[src/sv/dual_histogram_with_peak_macros.svh]
// assertion macros for the histogram rtl, used by dhp_ctrl
// expects clk and rst_n in the scope of the module that uses them
`ifndef DUAL_HISTOGRAM_WITH_PEAK_MACROS_SVH
`define DUAL_HISTOGRAM_WITH_PEAK_MACROS_SVH

// same-cycle implication, checked outside reset
`define DHP_ASSERT_IMP(label, ante, cons, msg) \
  label: assert property (@(posedge clk) disable iff (!rst_n) (ante) |-> (cons)) \
    else $error(msg);

// next-cycle implication, checked outside reset
`define DHP_ASSERT_NXT(label, ante, cons, msg) \
  label: assert property (@(posedge clk) disable iff (!rst_n) (ante) |=> (cons)) \
    else $error(msg);

`endif

[src/sv/dhp_pkg.sv]
// shared types and constants for the dual histogram block
// no dependencies
`timescale 1ns / 1ps

package dhp_pkg;

  localparam int SAMPLE_W    = 16;
  localparam int BIN_IDX_W   = 12;
  localparam int COARSE_W    = 8;
  localparam int COARSE_BINS = 256;
  localparam int OUT_CNT_W   = 32;
  localparam int DIV_STEPS   = 8;
  localparam int DIV_CNT_W   = 3;
  localparam int CFG_IDX_W   = 1;

  localparam logic [CFG_IDX_W-1:0] REG_RANGE_LOW  = 1'b0;
  localparam logic [CFG_IDX_W-1:0] REG_RANGE_HIGH = 1'b1;

  localparam logic signed [SAMPLE_W-1:0] RANGE_LOW_RST  = 16'sd0;
  localparam logic signed [SAMPLE_W-1:0] RANGE_HIGH_RST = 16'sd4095;

  typedef enum logic [1:0] {
    OP_ACC   = 2'd0,
    OP_READ  = 2'd1,
    OP_CLEAR = 2'd2,
    OP_NOP   = 2'd3
  } op_t;

  typedef enum logic [2:0] {
    ST_CLEAR,
    ST_IDLE,
    ST_CHECK,
    ST_PREP,
    ST_DIV,
    ST_RD,
    ST_UPD,
    ST_RESP
  } state_t;

  typedef struct packed {
    logic accept;
    logic check;
    logic prep;
    logic div_step;
    logic rd;
    logic upd;
    logic load_out;
    logic sweep;
  } cmd_t;

  typedef struct packed {
    op_t  op;
    logic oor;
    logic div_last;
    logic sweep_last;
  } status_t;

endpackage

[src/sv/dhp_ctrl.sv]
// controller: sequences check, divide, memory read-modify-write, clearing
// sweep and the result handshake; depends on dhp_pkg and the macro header
`timescale 1ns / 1ps
`include "dual_histogram_with_peak_macros.svh"

module dhp_ctrl
  import dhp_pkg::*;
(
  input  logic    clk,
  input  logic    rst_n,
  input  logic    in_valid,
  output logic    in_ready,
  input  logic [1:0] in_op,
  output logic    out_valid,
  input  logic    out_ready,
  input  status_t status,
  output cmd_t    cmd
);

  state_t state_r, state_nxt;
  logic   out_valid_r, out_valid_nxt;
  logic   out_free;

  assign out_free = !out_valid_r || out_ready;

  always_ff @(posedge clk) begin
    if (!rst_n) begin
      state_r     <= ST_CLEAR;
      out_valid_r <= 1'b0;
    end else begin
      state_r     <= state_nxt;
      out_valid_r <= out_valid_nxt;
    end
  end

  // next state
  always_comb begin
    state_nxt = state_r;
    unique case (state_r)
      ST_CLEAR: if (status.sweep_last) state_nxt = ST_IDLE;
      ST_IDLE: begin
        if (in_valid) begin
          unique case (op_t'(in_op))
            OP_ACC:   state_nxt = ST_CHECK;
            OP_READ:  state_nxt = ST_RD;
            OP_CLEAR: state_nxt = ST_RESP;
            OP_NOP:   state_nxt = ST_RESP;
            default:  state_nxt = ST_RESP;
          endcase
        end
      end
      ST_CHECK: state_nxt = status.oor ? ST_RESP : ST_PREP;
      ST_PREP:  state_nxt = ST_DIV;
      ST_DIV:   if (status.div_last) state_nxt = ST_RD;
      ST_RD:    state_nxt = ST_UPD;
      ST_UPD:   state_nxt = ST_RESP;
      ST_RESP: begin
        if (out_free) state_nxt = (status.op == OP_CLEAR) ? ST_CLEAR : ST_IDLE;
      end
      default:  state_nxt = ST_IDLE;
    endcase
  end

  // commands
  always_comb begin
    cmd      = '0;
    in_ready = 1'b0;
    unique case (state_r)
      ST_CLEAR: cmd.sweep = 1'b1;
      ST_IDLE: begin
        in_ready   = 1'b1;
        cmd.accept = in_valid;
      end
      ST_CHECK: cmd.check = 1'b1;
      ST_PREP:  cmd.prep = 1'b1;
      ST_DIV:   cmd.div_step = 1'b1;
      ST_RD:    cmd.rd = 1'b1;
      ST_UPD:   cmd.upd = 1'b1;
      ST_RESP:  cmd.load_out = out_free;
      default: ;
    endcase
  end

  always_comb begin
    out_valid_nxt = out_valid_r;
    if (cmd.load_out) begin
      out_valid_nxt = 1'b1;
    end else if (out_ready) begin
      out_valid_nxt = 1'b0;
    end
  end

  assign out_valid = out_valid_r;

  `DHP_ASSERT_IMP(a_one_cmd, 1'b1, $onehot0(cmd), "more than one datapath command at once")
  `DHP_ASSERT_IMP(a_upd_after_rd, cmd.upd, $past(cmd.rd), "update without a memory read before it")
  `DHP_ASSERT_IMP(a_rd_after_div, cmd.rd && (status.op == OP_ACC), $past(cmd.div_step && status.div_last), "accumulate read before the divide finished")
  `DHP_ASSERT_NXT(a_sweep_end, cmd.sweep && status.sweep_last, state_r == ST_IDLE, "clearing sweep did not return to idle")

endmodule

[config.mk]
export PLATFORM = sky130hd
export DESIGN_NAME = dhp_ctrl
export DESIGN_NICKNAME = d
export VERILOG_FILES = /design/src/sv/dhp_pkg.sv /design/src/sv/dhp_ctrl.sv
export VERILOG_INCLUDE_DIRS = /design/src /design/src/sv
export SDC_FILE = /design/constraint.sdc
export NUM_CORES = 1
export LEC_CHECK = 0
export BUFFER_PORTS_ARGS = -buffer_cell sky130_fd_sc_hd__buf_4
export CORE_AREA = 2 2 39 41
export DETAILED_ROUTE_END_ITERATION = 10
export DIE_AREA = 0 0 41 43
export HOLD_SLACK_MARGIN = 0.15
export PLACE_DENSITY = 0.6
export SLEW_MARGIN = 10
export SYNTH_ARGS = -nofsm -noshare
export SYNTH_HDL_FRONTEND = slang
export SYNTH_SLANG_ARGS = --single-unit
[constraint.sdc]
create_clock -name clk -period 1.1 [get_ports clk]
set_input_delay 0.22 -clock clk [delete_from_list [all_inputs] [get_ports clk]]
set_output_delay 0.22 -clock clk [all_outputs]
set_load 0.02 [all_outputs]
After elaboration in Yosys (flattened, before gate mapping). Cells that the tools add are included.

Equal/unequal tests: 15. Muxes and demuxes: 19. Reductions and logical operators: 7.

Operators with widths (count): 3-bit one-hot mux with 8 select lines (1); 3-bit 2-to-1 mux (5); 3-bit equality test, second input constant (4); 1-bit 2-to-1 mux (12); 3-bit one-hot mux with 3 select lines (1); 2-bit inequality test, second input constant (4); 2-bit equality test, second input constant (3); 3-bit by 2-bit equality test with 1-bit output, second input constant (2); 4-bit AND reduction (1); 3-bit by 1-bit equality test with 1-bit output, second input constant (1); 3-bit zero test (1); 2-bit by 1-bit equality test with 1-bit output, second input constant (1); 2-bit zero test (1); 2-bit nonzero test (1); 2-bit OR reduction (1); 1-bit zero test (1); 1-bit logical OR (1).

Bits in registers: 4. Input bits: 11. Output and inout bits: 10. Logic and storage cells: 43.

Logic depth before layout (Yosys ltp).
Depth after elaboration: 5. Mapped depth: 5. Depth with buffers taken out: 4.

Least setup slack after synthesis. Ideal clock, no wire load.

Path kind: register -> output. Start point: register state_r[0]. End point: output cmd[3] (netlist name). Arrival time: 1.108 ns. Required time: 0.880 ns. Path slack: -0.228 ns. Stages on the path, launching flop included: 4. Path buffers: 1. Cell sequence: dfxtp_1 > buf_6 > inv_1 > nor3b_1.

RTL lines: start: declaration (line dhp_ctrl.sv:20) `state_t state_r, state_nxt;`; start signal: assignment (line dhp_ctrl.sv:31) `state_r <= state_nxt;`; end: declaration (line dhp_ctrl.sv:17) `output cmd_t cmd`.

==> impl_metrics.xml <==
<?xml version="1.0" encoding="UTF-8"?>
<metrics>
  <group name="worst_setup_path">
    <metric name="startpoint_type" unit="">flop</metric>
    <metric name="worst-endpoint-arrival" unit="ns">1.05</metric>
    <metric name="regToRegEndpoint" unit="">state_r[0]</metric>
    <metric name="timing_worst_setup_path_type" unit="">reg2out</metric>
    <metric name="timing.critical_path.required" unit="ns">0.88</metric>
    <metric name="timing.critical_path.to" unit="">cmd[5]</metric>
    <metric name="reg2reg_from" unit="">state_r[1]</metric>
    <metric name="worstPathMaxFanout" unit="">8</metric>
    <metric name="timing.reg2reg.setup_slack" unit="ns">-0.13</metric>
    <metric name="r2r_cells" unit="">5</metric>
    <metric name="worst_setup_path_startpoint" unit="">state_r[1]</metric>
    <metric name="endpoint_kind" unit="">output port</metric>
  </group>
  <group name="layout">
    <metric name="num_antenna_cells" unit="">0</metric>
    <metric name="final_cell_mix" unit="">26 x buf_4, 4 x nor3b_2, 4 x buf_6</metric>
    <metric name="leading_cell_type_in_the_layout_fill_and_taps_excluded" unit="">buf_4</metric>
    <metric name="final.fill_count" unit="">141</metric>
    <metric name="areaGrowthSynthToFinish" unit="%">99.6</metric>
    <metric name="final_nets" unit="">87</metric>
    <metric name="layout_cells_sized_above_1" unit="">0.689</metric>
  </group>
  <group name="clock_network">
    <metric name="max_root_sink_buffers" unit="">2</metric>
    <metric name="cts_tree" unit="">done</metric>
    <metric name="cts_root_buffer" unit="">clkbuf_4</metric>
    <metric name="clk_pin_slew" unit="ns">0.03</metric>
    <metric name="clock-sinks" unit="">4</metric>
    <metric name="clock_insertion_delay_worst_skew" unit="ns">0.23</metric>
    <metric name="cts_made_buffers" unit="">3</metric>
    <metric name="cts.htree.levels" unit="">1</metric>
  </group>
  <group name="drt">
    <metric name="finalWirelength" unit="um">1030</metric>
    <metric name="wl_per_cell" unit="um">11.4</metric>
    <metric name="drtAntennaViolNets" unit="">0</metric>
    <metric name="detailroute.via_count" unit="">423</metric>
    <metric name="detail_route.first_pass.iterations" unit="">1</metric>
    <metric name="detailedRoute.firstIterationViolations" unit="">0</metric>
    <metric name="drt-vias-per-instance" unit="">4.70</metric>
    <metric name="drc" unit="">0</metric>
  </group>
  <group name="timing">
    <metric name="final_hold_viol_count" unit="">0</metric>
    <metric name="final.setup.tns" unit="ns">-1.54</metric>
    <metric name="rsz_0062_raised_after_global_routing" unit="">true</metric>
    <metric name="f_max" unit="MHz">787</metric>
    <metric name="relSlewSlack" unit="">0.842</metric>
    <metric name="final.min_clock_period" unit="ns">1.27</metric>
    <metric name="setup_viol" unit="">10</metric>
    <metric name="drv_slew" unit="">0</metric>
    <metric name="largest_clock_skew_in_the_final_design" unit="ns">0.00114</metric>
    <metric name="transition_time_at_the_pin_with_the_least_slew_margin" unit="ns">0.235</metric>
    <metric name="timing.final.crit_share" unit="">1.16</metric>
    <metric name="setup_ws" unit="ns">-0.171</metric>
  </group>
  <group name="global_routing">
    <metric name="global_route.overflow_total" unit="">0</metric>
    <metric name="first_global_vias" unit="">404</metric>
    <metric name="track_usage" unit="">0.135</metric>
    <metric name="number_of_antenna_violations_at_the_first_check_in_global_routing" unit="">0</metric>
    <metric name="grt_max_degree" unit="">9</metric>
    <metric name="grt_first_pass_wirelength" unit="um">1640</metric>
  </group>
  <group name="synthesis">
    <metric name="dominant_combinational_cell_family_by_area_after_synthesis" unit="">simple AND/OR/NAND/NOR gates</metric>
    <metric name="seq_area_frac_synth" unit="">0.241</metric>
    <metric name="post_synth_inst_count" unit="">45</metric>
    <metric name="synthesis.area" unit="sq um">333</metric>
    <metric name="syn-mean-instance-area" unit="sq um">7.40</metric>
    <metric name="synth-compound-area-share" unit="">0.282</metric>
    <metric name="synth-xor-area-share" unit="">0</metric>
    <metric name="syn-num-nets" unit="">56</metric>
    <metric name="synth-simple-area-share" unit="">0.368</metric>
    <metric name="synthMuxAreaShare" unit="">0</metric>
    <metric name="synthesis.yosys.warnings" unit="">0</metric>
    <metric name="area_share_of_fa_ha_maj_cells_after_synthesis" unit="">0</metric>
    <metric name="synth-seq-cells" unit="">4</metric>
    <metric name="synth_cell_types" unit="">25</metric>
  </group>
  <group name="power">
    <metric name="power_density" unit="nW/um^2">1830</metric>
    <metric name="leakagePower" unit="nW">0.319</metric>
    <metric name="irDropWorstVdd" unit="mV">1.05</metric>
  </group>
  <group name="floorplanning">
    <metric name="design.core.area" unit="sq um">1380</metric>
    <metric name="die_width" unit="um">41</metric>
    <metric name="chipHeight" unit="um">43</metric>
    <metric name="boundary_pins" unit="">21</metric>
    <metric name="initial_core_util" unit="">0.241</metric>
    <metric name="rows" unit="">14</metric>
    <metric name="dieArea" unit="sq um">1760</metric>
  </group>
  <group name="placement">
    <metric name="buffer_ports.inserted" unit="">20</metric>
    <metric name="place_hpwl" unit="um">760</metric>
    <metric name="gp_congestion" unit="">0.777</metric>
    <metric name="post-place-ws" unit="ns">-0.0846</metric>
  </group>
  <group name="outcome">
    <metric name="run_status" unit="">finished with violations</metric>
    <metric name="violations" unit="">negative setup slack</metric>
  </group>
  <group name="hold_path">
    <metric name="hold_class" unit="">in2reg</metric>
  </group>
  <group name="run">
    <metric name="max_cap_viols" unit="">0</metric>
  </group>
</metrics>
-- worst min-delay path by stage --
stage / to / depth (start not counted) / slack [ns] / start
after global routing: state_r[2] / 3 / 0.25 / rst_n
after global placement: state_r[2] / 3 / 0.47 / rst_n
after detailed placement: state_r[2] / 3 / 0.48 / rst_n
after CTS: state_r[2] / 3 / 0.22 / rst_n
after floorplan: state_r[2] / 2 / 0.34 / rst_n
final: state_r[2] / 3 / 0.24 / rst_n
-- repair_timing --
item	in CTS	in global routing
hold buffers	0	0
gates resized for setup	16	5
gates cloned	1	0
setup endpoints to repair	12	11
setup buffers	3	0
pin swaps	4	3
-- stage by stage --
stage                     std cells   util  power [W]  cell area (sq um)  hold WS, ns
after floorplan                  45      -   0.000667                359        0.336
after global placement           83  0.394   0.000903                546        0.474
after detailed placement         83  0.394   0.000914                546        0.477
after CTS                        90  0.467    0.00120                646        0.223
after global routing             90  0.480    0.00130                664        0.249
final                            90  0.480    0.00121                664        0.241
-- state kept, by name, summed over array words and instances (netlist names) --
register   count
state_r        3
out_valid      1
-- cells in the mapped netlist --
master | count | area (sq um)
dfxtp_1 | 4 | 80.1
nand2_1 | 4 | 15.0
nor3_1 | 4 | 20.0
nor3b_1 | 4 | 30.0
nor2_1 | 3 | 11.3
nor2b_1 | 3 | 18.8
a21o_1 | 2 | 15.0
a21oi_1 | 2 | 10.0
buf_2 | 2 | 10.0
inv_1 | 2 | 7.51
a211oi_1 | 1 | 7.51
a311oi_1 | 1 | 8.76
a41o_1 | 1 | 10.0
and3_1 | 1 | 6.26
and4b_1 | 1 | 10.0
buf_4 | 1 | 7.51
buf_6 | 1 | 11.3
nand2b_1 | 1 | 6.26
nand3_1 | 1 | 5.00
o211ai_1 | 1 | 7.51
o21a_1 | 1 | 7.51
o21ai_0 | 1 | 5.00
o21ai_1 | 1 | 5.00
o21ai_2 | 1 | 8.76
o22a_1 | 1 | 8.76
-- final cells by class --
class                   count  area [sq um]  area share
multi-input cells          35           282       0.424
repair buffers             30           240       0.362
flip-flops and latches      4          92.6       0.139
clock buffers               3          22.5      0.0339
well taps                  16          20.0      0.0301
inverters                   2          7.51      0.0113
-- worst max-delay path, cell delays in order (launching register included) --
cell	delay, ns
dfxtp_4	0.37
buf_6	0.14
nor3b_2	0.16
buf_4	0.16
-- where the power goes --
group          internal (W)  switching, W
Combinational      0.000381      0.000381
Sequential         0.000199     0.0000791
Clock              0.000121     0.0000517
Total              0.000701      0.000511
-- kinds of logic after synthesis --
family	Yosys count
AOI/OAI and AO/OA	13
buffers and inverters	6
DFF	4
and+or+nand+nor	22
-- layer usage --
metal / share of wire / track usage
met2: 0.56 / 0.231
met1: 0.38 / 0.147
met5: 0 / 0
met3: 0.057 / 0.0157
met4: 0 / 0.0800
Power figures use the tool's default switching activity.
